### src/design/slir_pkg.sv
`default_nettype none
// ----------------------------------------------------------------------------
// slir_pkg
// shared constants, command codes and control structs of the sorted list
// ----------------------------------------------------------------------------
package slir_pkg;

    localparam int CAPACITY        = 64;
    localparam int VALUE_W         = 32;
    localparam int MODE_W          = 2;
    localparam int POS_W           = 7;
    localparam int HEAD_NODE       = 0;
    localparam int TAIL_NODE       = 1;
    localparam int FIRST_DATA_NODE = 2;

    // command codes, the remaining code is a no-op
    localparam logic [MODE_W-1:0] MODE_INSERT = MODE_W'(0);
    localparam logic [MODE_W-1:0] MODE_QUERY  = MODE_W'(1);
    localparam logic [MODE_W-1:0] MODE_CLEAR  = MODE_W'(2);

    // controller to datapath
    typedef struct packed {
        logic load;
        logic step;
        logic finish;
        logic link1;
        logic link2;
        logic emit;
    } t_cmd;

    // datapath to controller
    typedef struct packed {
        logic need_walk;
        logic walk_end;
        logic is_insert;
        logic out_free;
    } t_stat;

endpackage
`default_nettype wire

### src/design/slir_if.sv
`default_nettype none
// ----------------------------------------------------------------------------
// slir channel interfaces
// command channel and result channel, valid/ready handshake
// ----------------------------------------------------------------------------
interface slir_cmd_if;
    logic                              valid;
    logic                              ready;
    logic [slir_pkg::MODE_W-1:0]       mode;
    logic signed [slir_pkg::VALUE_W-1:0] value;

    modport source (output valid, output mode, output value, input ready);
    modport sink   (input valid, input mode, input value, output ready);
endinterface

interface slir_res_if;
    logic                         valid;
    logic                         ready;
    logic                         status;
    logic [slir_pkg::POS_W-1:0]   position;

    modport source (output valid, output status, output position, input ready);
    modport sink   (input valid, input status, input position, output ready);
endinterface
`default_nettype wire

### src/design/sorted_list_insert_and_rank.sv
`default_nettype none
// ----------------------------------------------------------------------------
// sorted_list_insert_and_rank
// sorted ascending linked list with insert, rank query and clear
// ----------------------------------------------------------------------------
// usage
//   i_cmd carries one command per transaction: mode (insert, query, clear)
//   and a signed 32-bit value; o_res returns exactly one transaction per
//   command with status (1 = insert dropped, store full) and position
//   (1-based rank of the first equal value, 0 if absent or not a query)
//   commands are taken one at a time: i_cmd.ready is high only while the
//   sequencer is idle, and a command may be taken while the last result
//   still waits in the output register; an insert walks past the smaller
//   nodes and then links in the new node, a query walks to the first equal
//   value or to the end of the list, and a clear, a no-op or an insert on a
//   full store goes straight to the result hand-off
//   the walk follows one link a cycle through the registered link store read
//   reset (synchronous, active low) empties the list; the stores need no
//   clearing pass, only linked nodes are ever read
//   a stalled o_res holds its transaction; the next result waits in the
//   sequencer until the output register frees up
// ----------------------------------------------------------------------------
module sorted_list_insert_and_rank #(
    parameter int CAPACITY = slir_pkg::CAPACITY
) (
    input  wire logic    i_clk,
    input  wire logic    i_rst_n,
    slir_cmd_if.sink     i_cmd,
    slir_res_if.source   o_res
);

    // control and status between sequencer and datapath
    slir_pkg::t_cmd  cmd;
    slir_pkg::t_stat stat;

    // sequencer: idle, walk, two relink steps, result hand-off
    slir_ctrl u_ctrl (
        .i_clk      (i_clk),
        .i_rst_n    (i_rst_n),
        .i_in_valid (i_cmd.valid),
        .o_in_ready (i_cmd.ready),
        .i_stat     (stat),
        .o_cmd      (cmd)
    );

    // node stores, walk pointers and the output register
    slir_datapath #(
        .CAPACITY (CAPACITY)
    ) u_datapath (
        .i_clk          (i_clk),
        .i_rst_n        (i_rst_n),
        .i_cmd          (cmd),
        .o_stat         (stat),
        .i_in_mode      (i_cmd.mode),
        .i_in_value     (i_cmd.value),
        .o_out_valid    (o_res.valid),
        .i_out_ready    (o_res.ready),
        .o_out_status   (o_res.status),
        .o_out_position (o_res.position)
    );

endmodule
`default_nettype wire

### src/design/slir_ctrl.sv
`default_nettype none
// ----------------------------------------------------------------------------
// slir_ctrl
// sequencing state machine: accept, list walk, relink, result hand-off
// ----------------------------------------------------------------------------
module slir_ctrl (
    input  wire logic           i_clk,
    input  wire logic           i_rst_n,
    input  wire logic           i_in_valid,
    output logic                o_in_ready,
    input  wire slir_pkg::t_stat i_stat,
    output slir_pkg::t_cmd      o_cmd
);

    typedef enum logic [4:0] {
        S_IDLE  = 5'b00001,
        S_WALK  = 5'b00010,
        S_LINK1 = 5'b00100,
        S_LINK2 = 5'b01000,
        S_DONE  = 5'b10000
    } t_state;

    t_state r_state;
    t_state n_state;

    always_comb begin
        n_state    = r_state;
        o_cmd      = '0;
        o_in_ready = 1'b0;
        case (r_state)
            S_IDLE: begin
                o_in_ready = 1'b1;
                if (i_in_valid) begin
                    o_cmd.load = 1'b1;
                    n_state    = i_stat.need_walk ? S_WALK : S_DONE;
                end
            end
            S_WALK: begin
                if (i_stat.walk_end) begin
                    o_cmd.finish = 1'b1;
                    n_state      = i_stat.is_insert ? S_LINK1 : S_DONE;
                end else begin
                    o_cmd.step = 1'b1;
                end
            end
            S_LINK1: begin
                o_cmd.link1 = 1'b1;
                n_state     = S_LINK2;
            end
            S_LINK2: begin
                o_cmd.link2 = 1'b1;
                n_state     = S_DONE;
            end
            S_DONE: begin
                if (i_stat.out_free) begin
                    o_cmd.emit = 1'b1;
                    n_state    = S_IDLE;
                end
            end
            default: begin
                n_state = S_IDLE;
            end
        endcase
    end

    always_ff @(posedge i_clk) begin
        if (!i_rst_n) begin
            r_state <= S_IDLE;
        end else begin
            r_state <= n_state;
        end
    end

endmodule
`default_nettype wire

### src/design/slir_datapath.sv
`default_nettype none
// ----------------------------------------------------------------------------
// slir_datapath
// node stores, walk pointers, allocation counter and output register
// ----------------------------------------------------------------------------
module slir_datapath #(
    parameter int CAPACITY = slir_pkg::CAPACITY
) (
    input  wire logic                              i_clk,
    input  wire logic                              i_rst_n,
    input  wire slir_pkg::t_cmd                    i_cmd,
    output slir_pkg::t_stat                        o_stat,
    input  wire logic [slir_pkg::MODE_W-1:0]       i_in_mode,
    input  wire logic signed [slir_pkg::VALUE_W-1:0] i_in_value,
    output logic                                   o_out_valid,
    input  wire logic                              i_out_ready,
    output logic                                   o_out_status,
    output logic [slir_pkg::POS_W-1:0]             o_out_position
);

    localparam int NODES = CAPACITY + 2;
    localparam int NW    = $clog2(NODES);
    localparam int FW    = $clog2(NODES + 1);
    localparam int PW    = slir_pkg::POS_W;
    localparam int VW    = slir_pkg::VALUE_W;

    localparam logic [NW-1:0] HEAD = NW'(slir_pkg::HEAD_NODE);
    localparam logic [NW-1:0] TAIL = NW'(slir_pkg::TAIL_NODE);

    // node stores, sentinel entries unused (head link lives in a register)
    logic signed [VW-1:0] r_val_mem  [NODES];
    logic [NW-1:0]        r_next_mem [NODES];

    logic signed [VW-1:0] r_rd_val;
    logic [NW-1:0]        r_rd_next;

    logic [slir_pkg::MODE_W-1:0] r_mode;
    logic signed [VW-1:0]        r_value;
    logic [NW-1:0]               r_head_next;
    logic [FW-1:0]               r_free;
    logic [NW-1:0]               r_cur;
    logic [NW-1:0]               r_pred;
    logic [PW-1:0]               r_count;
    logic                        r_status;
    logic [PW-1:0]               r_pos;
    logic                        r_out_valid;
    logic                        r_out_status;
    logic [PW-1:0]               r_out_pos;

    logic          full;
    logic          is_insert;
    logic          at_tail;
    logic [NW-1:0] fresh;
    logic [NW-1:0] rd_addr;
    logic          nx_we;
    logic [NW-1:0] nx_addr;
    logic [NW-1:0] nx_data;

    assign full      = (r_free >= FW'(NODES));
    assign is_insert = (r_mode == slir_pkg::MODE_INSERT);
    assign at_tail   = (r_cur == TAIL);
    assign fresh     = r_free[NW-1:0];

    // read the first node on acceptance, then follow the fetched link
    assign rd_addr = i_cmd.load ? r_head_next : r_rd_next;

    // one write port on the link store: new node first, predecessor second
    assign nx_we   = i_cmd.link1 || (i_cmd.link2 && (r_pred != HEAD));
    assign nx_addr = i_cmd.link1 ? fresh : r_pred;
    assign nx_data = i_cmd.link1 ? r_cur : fresh;

    always_comb begin
        o_stat.need_walk = ((i_in_mode == slir_pkg::MODE_INSERT) && !full)
                        || (i_in_mode == slir_pkg::MODE_QUERY);
        o_stat.is_insert = is_insert;
        o_stat.out_free  = !r_out_valid || i_out_ready;
        if (is_insert) begin
            o_stat.walk_end = at_tail || (r_rd_val >= r_value);
        end else begin
            o_stat.walk_end = at_tail || (r_rd_val == r_value);
        end
    end

    always_ff @(posedge i_clk) begin
        r_rd_val  <= r_val_mem[rd_addr];
        r_rd_next <= r_next_mem[rd_addr];
        if (i_cmd.link1) begin
            r_val_mem[fresh] <= r_value;
        end
        if (nx_we) begin
            r_next_mem[nx_addr] <= nx_data;
        end
    end

    always_ff @(posedge i_clk) begin
        if (i_cmd.load) begin
            r_mode   <= i_in_mode;
            r_value  <= i_in_value;
            r_cur    <= r_head_next;
            r_pred   <= HEAD;
            r_count  <= PW'(1);
            r_status <= (i_in_mode == slir_pkg::MODE_INSERT) && full;
            r_pos    <= '0;
        end
        if (i_cmd.step) begin
            r_pred  <= r_cur;
            r_cur   <= r_rd_next;
            r_count <= r_count + PW'(1);
        end
        if (i_cmd.finish && !is_insert && !at_tail) begin
            r_pos <= r_count;
        end
        if (i_cmd.emit) begin
            r_out_status <= r_status;
            r_out_pos    <= r_pos;
        end
    end

    always_ff @(posedge i_clk) begin
        if (!i_rst_n) begin
            r_head_next <= TAIL;
            r_free      <= FW'(slir_pkg::FIRST_DATA_NODE);
            r_out_valid <= 1'b0;
        end else begin
            if (i_cmd.load && (i_in_mode == slir_pkg::MODE_CLEAR)) begin
                r_head_next <= TAIL;
                r_free      <= FW'(slir_pkg::FIRST_DATA_NODE);
            end
            if (i_cmd.link1 && (r_pred == HEAD)) begin
                r_head_next <= fresh;
            end
            if (i_cmd.link2) begin
                r_free <= r_free + FW'(1);
            end
            if (i_cmd.emit) begin
                r_out_valid <= 1'b1;
            end else if (i_out_ready) begin
                r_out_valid <= 1'b0;
            end
        end
    end

    assign o_out_valid    = r_out_valid;
    assign o_out_status   = r_out_status;
    assign o_out_position = r_out_pos;

endmodule
`default_nettype wire

### src/flat_wrapper.sv
// flat-port wrapper written by rule: the top's interface ports become plain ports
module sorted_list_insert_and_rank_flat 
#(
    parameter int CAPACITY = slir_pkg::CAPACITY
)
  (i_clk, i_rst_n, i_cmd_valid, i_cmd_mode, i_cmd_value, i_cmd_ready, o_res_valid, o_res_status, o_res_position, o_res_ready);
  slir_cmd_if i_cmd_i ();
  slir_res_if o_res_i ();
  input  wire logic i_clk;
  input  wire logic i_rst_n;
  input wire logic [$bits(i_cmd_i.valid)-1:0] i_cmd_valid;
  input wire logic [$bits(i_cmd_i.mode)-1:0] i_cmd_mode;
  input wire logic [$bits(i_cmd_i.value)-1:0] i_cmd_value;
  output wire logic [$bits(i_cmd_i.ready)-1:0] i_cmd_ready;
  output wire logic [$bits(o_res_i.valid)-1:0] o_res_valid;
  output wire logic [$bits(o_res_i.status)-1:0] o_res_status;
  output wire logic [$bits(o_res_i.position)-1:0] o_res_position;
  input wire logic [$bits(o_res_i.ready)-1:0] o_res_ready;
  assign i_cmd_i.valid = i_cmd_valid;
  assign i_cmd_i.mode = i_cmd_mode;
  assign i_cmd_i.value = i_cmd_value;
  assign i_cmd_ready = i_cmd_i.ready;
  assign o_res_valid = o_res_i.valid;
  assign o_res_status = o_res_i.status;
  assign o_res_position = o_res_i.position;
  assign o_res_i.ready = o_res_ready;
  sorted_list_insert_and_rank #(.CAPACITY(CAPACITY)) u_core (.i_clk(i_clk), .i_rst_n(i_rst_n), .i_cmd(i_cmd_i), .o_res(o_res_i));
endmodule
### config.mk
export PLATFORM = sky130hd
export DESIGN_NAME = sorted_list_insert_and_rank_flat
export DESIGN_NICKNAME = d
export VERILOG_FILES = /design/src/design/slir_pkg.sv /design/src/design/slir_if.sv /design/src/design/sorted_list_insert_and_rank.sv /design/src/design/slir_ctrl.sv /design/src/design/slir_datapath.sv /design/src/flat_wrapper.sv
export SDC_FILE = /design/constraint.sdc
export NUM_CORES = 2
export LEC_CHECK = 0
export BUFFER_PORTS_ARGS = -buffer_cell sky130_fd_sc_hd__buf_2
export CORE_UTILIZATION = 63
export CTS_CLUSTER_SIZE = 30
export DETAILED_ROUTE_END_ITERATION = 8
export GPL_ROUTABILITY_DRIVEN = 0
export PLACE_DENSITY_LB_ADDON = 0.2
export SYNTH_ARGS = -nofsm -noshare
export SYNTH_HDL_FRONTEND = slang
export SYNTH_SLANG_ARGS = --single-unit
### constraint.sdc
create_clock -name i_clk -period 5.65 [get_ports i_clk]
set_clock_uncertainty 0.2 [all_clocks]
set_input_delay 1.695 -clock i_clk [delete_from_list [all_inputs] [get_ports i_clk]]
set_output_delay 1.695 -clock i_clk [all_outputs]
set_load 0.02 [all_outputs]
Word level (Yosys, flattened, before mapping). Memory sizes are Yosys's and may differ from the RTL's. A register that Yosys moved wholly into a read port is not among the register bits. Cells that the tools add are included. W data, S select, Z words.

Add/sub/neg operators: 2. Order comparisons: 2. Eq/ne operators: 12. Multiplexer cells: 37. Reductions and logical operators: 26.

Operator list (number): $mux W7 (14); $eq A32 B32 Y1 (1); $ge A32 B32 Y1 (1); $mux W5 (5); $pmux W5 S5 (1); $mux W1 (16); $add A7 B1 Y7 const B (2); $reduce_bool A2 Y1 (5); $eq A7 B1 Y1 const B (1); $ge A7 B7 Y1 const B (1); $logic_and A1 B1 Y1 (7); $logic_not A7 Y1 (1); $reduce_bool A7 Y1 (1); $eq A5 B1 Y1 const B (1); $eq A5 B2 Y1 const B (1); $eq A5 B3 Y1 const B (1); $eq A5 B4 Y1 const B (1); $eq A5 B5 Y1 const B (1); $logic_or A1 B1 Y1 (5); $logic_not A1 Y1 (4); $logic_not A2 Y1 (2); $ne A2 B1 Y1 const B (2); $reduce_and A3 Y1 (1); $eq A2 B1 Y1 const B (1); other kinds (3) (3).

Flip-flop bits (word level): 91. Bits in writable memories: 2574. Bits of input ports: 38. Output and inout port bits: 10. Logic and storage cells: 94. Memories: 2.

Memory list: u_core.u_datapath.r_val_mem (words 66, bits a word 32, rd ports 1, clocked after Yosys merged registers in 1, wr ports 1, RTL line slir_datapath.sv:31) `logic signed [VW-1:0] r_val_mem [NODES];`; u_core.u_datapath.r_next_mem (words 66, bits a word 7, rd ports 1, clocked after Yosys merged registers in 1, wr ports 1, RTL line slir_datapath.sv:32) `logic [NW-1:0] r_next_mem [NODES];`.

Logic depth before layout (Yosys ltp).
Depth in word-level cells: 8. Mapped depth: 14. Gate-level depth less buffers: 10.

By module. Synthesis repeated with hierarchy kept, for this count alone.

Cell total of the unflattened synthesis: 5600. Area, all modules: 104606.6 um^2.

By module, submodules not included: slir_datapath (instances 1, cells each 5558, area each 104281.3 um^2, sequential area each 80507.2 um^2); slir_ctrl (instances 1, cells each 42, area each 325.3 um^2, sequential area each 100.1 um^2).

Worst setup path after synthesis. OpenSTA, ideal clock, no wires.

Kind: input-to-reg. Start: input port i_cmd_valid. End: register u_core.u_datapath.r_rd_val[16] (read register of u_core.u_datapath.r_val_mem). Setup time: 0.116 ns. Arrival time: 4.375 ns. Required time: 5.334 ns. Path slack: 0.958 ns. Cell stages on the path: 10. Path buffers: 2. Cells stage by stage: and3b_1 -> nand2_1 -> clkinv_1 -> o21ai_0 -> nand2_1 -> clkbuf_1 -> clkbuf_1 -> a31oi_1 -> a311oi_1 -> and4_1.

RTL lines: start, declared (RTL line flat_wrapper.sv:11) `input wire logic [$bits(i_cmd_i.valid)-1:0] i_cmd_valid;`; end, declared (RTL line slir_datapath.sv:34) `logic signed [VW-1:0] r_rd_val;`.

Worst setup path after layout.
Start: input port i_cmd_valid. End: register u_core.u_datapath.r_rd_val[12] (read register of u_core.u_datapath.r_val_mem).

Longest elaborated chain between the ends: 3.

Ends and longest elaborated chain: $mux W1 (RTL line slir_ctrl.sv:33) `if (i_in_valid) begin`; $mux W1 (RTL line slir_ctrl.sv:30) `case (r_state)`; $mux W7 (RTL line slir_datapath.sv:65) `assign rd_addr = i_cmd.load ? r_head_next : r_rd_next;`.

Every way passes these cells. A chain may end at the register's enable or synchronous reset.

==> reports/results.txt <==
Rows: 149
Max Cap Viol: 0
failing checks: design-rule violations
Leak Pwr: 39.7 nW
Post-synth ARST share: 0%
Most Used Layer, Global Route: met2
H-tree levels: 5
area of the multi-input gates: 0.0232 mm^2
layout cell share with drive strength beyond 1: 13.6%
Synth cell types: 76
status: finished, violations left
core region area: 0.165 mm^2
pwr dens: 497 mW/mm^2
Worst Setup SP: i_cmd_valid
Final Setup Violations: 0
placed cell count: 9100
worst-path fanout max: 47
met1 usage: 49.0%
Worst VDD drop: 0.413 mV
CTS tree: built
Final Non-Filler Cells: 9582
R2R Path Start: u_core.u_ctrl.r_state[1]$_SDFFE_PN0P_
antenna violations before repair: 12
Layout fillers: 10.1k
synthesized cell area: 0.105 mm^2
Post-CTS Setup Bufs: 0
commonest non-fill, non-tap cells in the layout: 2645 x edfxtp_1, 1563 x nand2_1, 553 x nand3_1
initial drt markers: 10.3k
actual slew at the worst max-slew pin: 1.38 ns
met2 Track Usage GR: 52.5%
Cells after Synth: 6916
Final ANT Viol Nets: 0
top post-synthesis cells by area: edfxtp_1 76%, nand2_1 5.6%, mux4_2 2.7%
Register Area: 0.0806 mm^2
Post-CTS Hold Fix Bufs: 0
grt ovf: 0
CTS root buf: clkbuf_16
Post-Syn Nets: 6989
Clock Sink Count: 2704
Initial Util: 63.6%
final wirelength: 295000 um
min-delay src: u_core.u_datapath.r_pos[2]$_SDFFCE_PN0P_
# resized after CTS: 0
top_reg_cell synth: edfxtp_1
crit path capture type: flop
Synth top area share: 75.6%
Die Ht: 410 um
Seq/Total Area, Yosys: 76.7%
cts bufs inserted: 282
worst-skew pair later-pin latency: 0.94 ns
Routed WL per cell: 30.8 um
class of the worst hold path: flop to flop
Die Area: 0.168 mm^2
Top Ports: 48
Reg clk slew, reported paths: 0.06 ns
GRT Util Overall: 35.0%
Critical Path Source Type: input pin
Yosys warnings: 0
Post-synth EDFFs: 2645
Fmax: 0.196 GHz
number of remaining DRC errors: 4
largest net degree at the start of global routing: 116
Req. time, crit path: 6.26 ns
Setup CP Type: input pin to flop
die span in x: 410 um
Net count, final: 7269
TNS Setup: 0 ns
synthesis-to-finish area growth: 13.1%
vias in the first global route: 62.4k
Total Power: 59.0 mW
PortBufs: 47
post-DP HPWL: 174000 um
Yosys top cell by area: edfxtp_1
count of state elements after synthesis: 2704
M3 GR Usage: 9.55%
Worst slew margin: 7.76%
CP arrival: 5.70 ns
crit path time final: 5.09 ns
leading cell type in the layout, fill and taps excluded: edfxtp_1
CTS Buffer Depth: 4
Hold Vio Cnt, Final: 0
drt first pass iters: 9
period utilization: 90.2%
drt via density: 6.80
RSZ-0062 raised after global routing: no
Final Max Tran Viols: 0
first-pass GRT wire length: 423000 um
Avg Inst Size Synth: 15.2 um^2
vias: 65.2k
==> worst max-delay path: stages <==
cell and delay [ns]:
buf_2 0.17, and3b_1 0.44, nand3_1 0.52, nand2_4 0.55
buf_12 0.34, buf_12 0.22, buf_12 0.20, mux4_2 0.35
a22oi_1 0.35, nand3_1 0.44, and4_1 0.34
==> state kept, by name, summed over array words and instances, names as in the netlist, 32 cells and up <==
register,flops
u_core.u_datapath.r_next_mem,462
u_core.u_datapath.r_rd_val,32
u_core.u_datapath.r_val_mem,2112
u_core.u_datapath.r_value,32
==> synth_stat cells (25+ instances only) <==
| library cell | count |
|---|---|
| a32oi_1 | 174 |
| nand4_1 | 113 |
| a22oi_1 | 78 |
| and4_1 | 26 |
| a21oi_1 | 116 |
| edfxtp_1 | 2645 |
| buf_2 | 123 |
| o21ai_0 | 37 |
| ha_1 | 35 |
| mux4_2 | 124 |
| a311oi_1 | 38 |
| nor2_1 | 190 |
| inv_1 | 44 |
| mux2i_1 | 251 |
| dfxtp_1 | 59 |
| nand2_1 | 1573 |
| and2_1 | 25 |
| buf_1 | 58 |
| nand3_1 | 553 |
| clkbuf_1 | 214 |
| a31oi_1 | 150 |
==> metrics by stage <==
step / hold slack (ns) / utilization (%) / area [um^2] / worst slack [ns]
after floorplan: 0.200 / - / 105000 / 0.958
after global placement: 0.203 / 66.8 / 110000 / -0.213
after detailed placement: 0.208 / 66.8 / 110000 / -0.184
after CTS: 0.222 / 71.9 / 119000 / 0.772
after global routing: 0.227 / 71.9 / 119000 / 0.646
final: 0.221 / 71.9 / 119000 / 0.555
==> cell type report <==
type                            instances  share of cell area, %
Antenna cell                            3                0.00632
Tap cell                             2189                   2.31
Multi-Input combinational cell       3754                   19.5
Clock inverter                        109                  0.752
Inverter                               46                  0.145
Sequential cell                      2704                   67.9
Timing Repair Buffer                  408                   3.02
Clock buffer                          369                   6.40
==> routing by layer <==
metal | up-vias | share of wire (%)
li1 | 27100 | -
met1 | 32600 | 36
met2 | 4809 | 46
met3 | 704 | 14
met4 | 14 | 4.3
met5 | - | 0.023
==> kinds of logic (layout without fill, tap and decap cells) <==
family	Yosys count	count (layout)	synth area share [%]
flip-flops	2704	2704	76.7
AND/OR/NAND/NOR	2597	2597	10.7
AO/OA/AOI/OAI	728	728	5.04
buffers and inverters	458	932	1.86
multiplexers	387	387	5.18
adder cells (fa/ha/maj)	35	35	0.417
XOR/XNOR	7	7	0.0584
other	0	3	0
==> power by group <==
group	internal [mW]	switching [mW]
sequential	22.8	0.346
combinational	5.88	12.4
clock	10.1	7.37
total	38.8	20.1
==> worst paths after layout <==
check | to | slack, ns | cells after the start
worst max-delay path | u_core.u_datapath.r_rd_val[12]$_DFF_P_ | 0.56 | 11
worst min-delay path | u_core.u_datapath.o_out_position[2]$_DFFE_PP_ | 0.22 | 0
worst max register to register | u_core.u_datapath.r_rd_val[12]$_DFF_P_ | 0.61 | 10
worst min register to register | u_core.u_datapath.o_out_position[2]$_DFFE_PP_ | 0.22 | 0
Note: power is estimated with default switching activity, not from simulation.
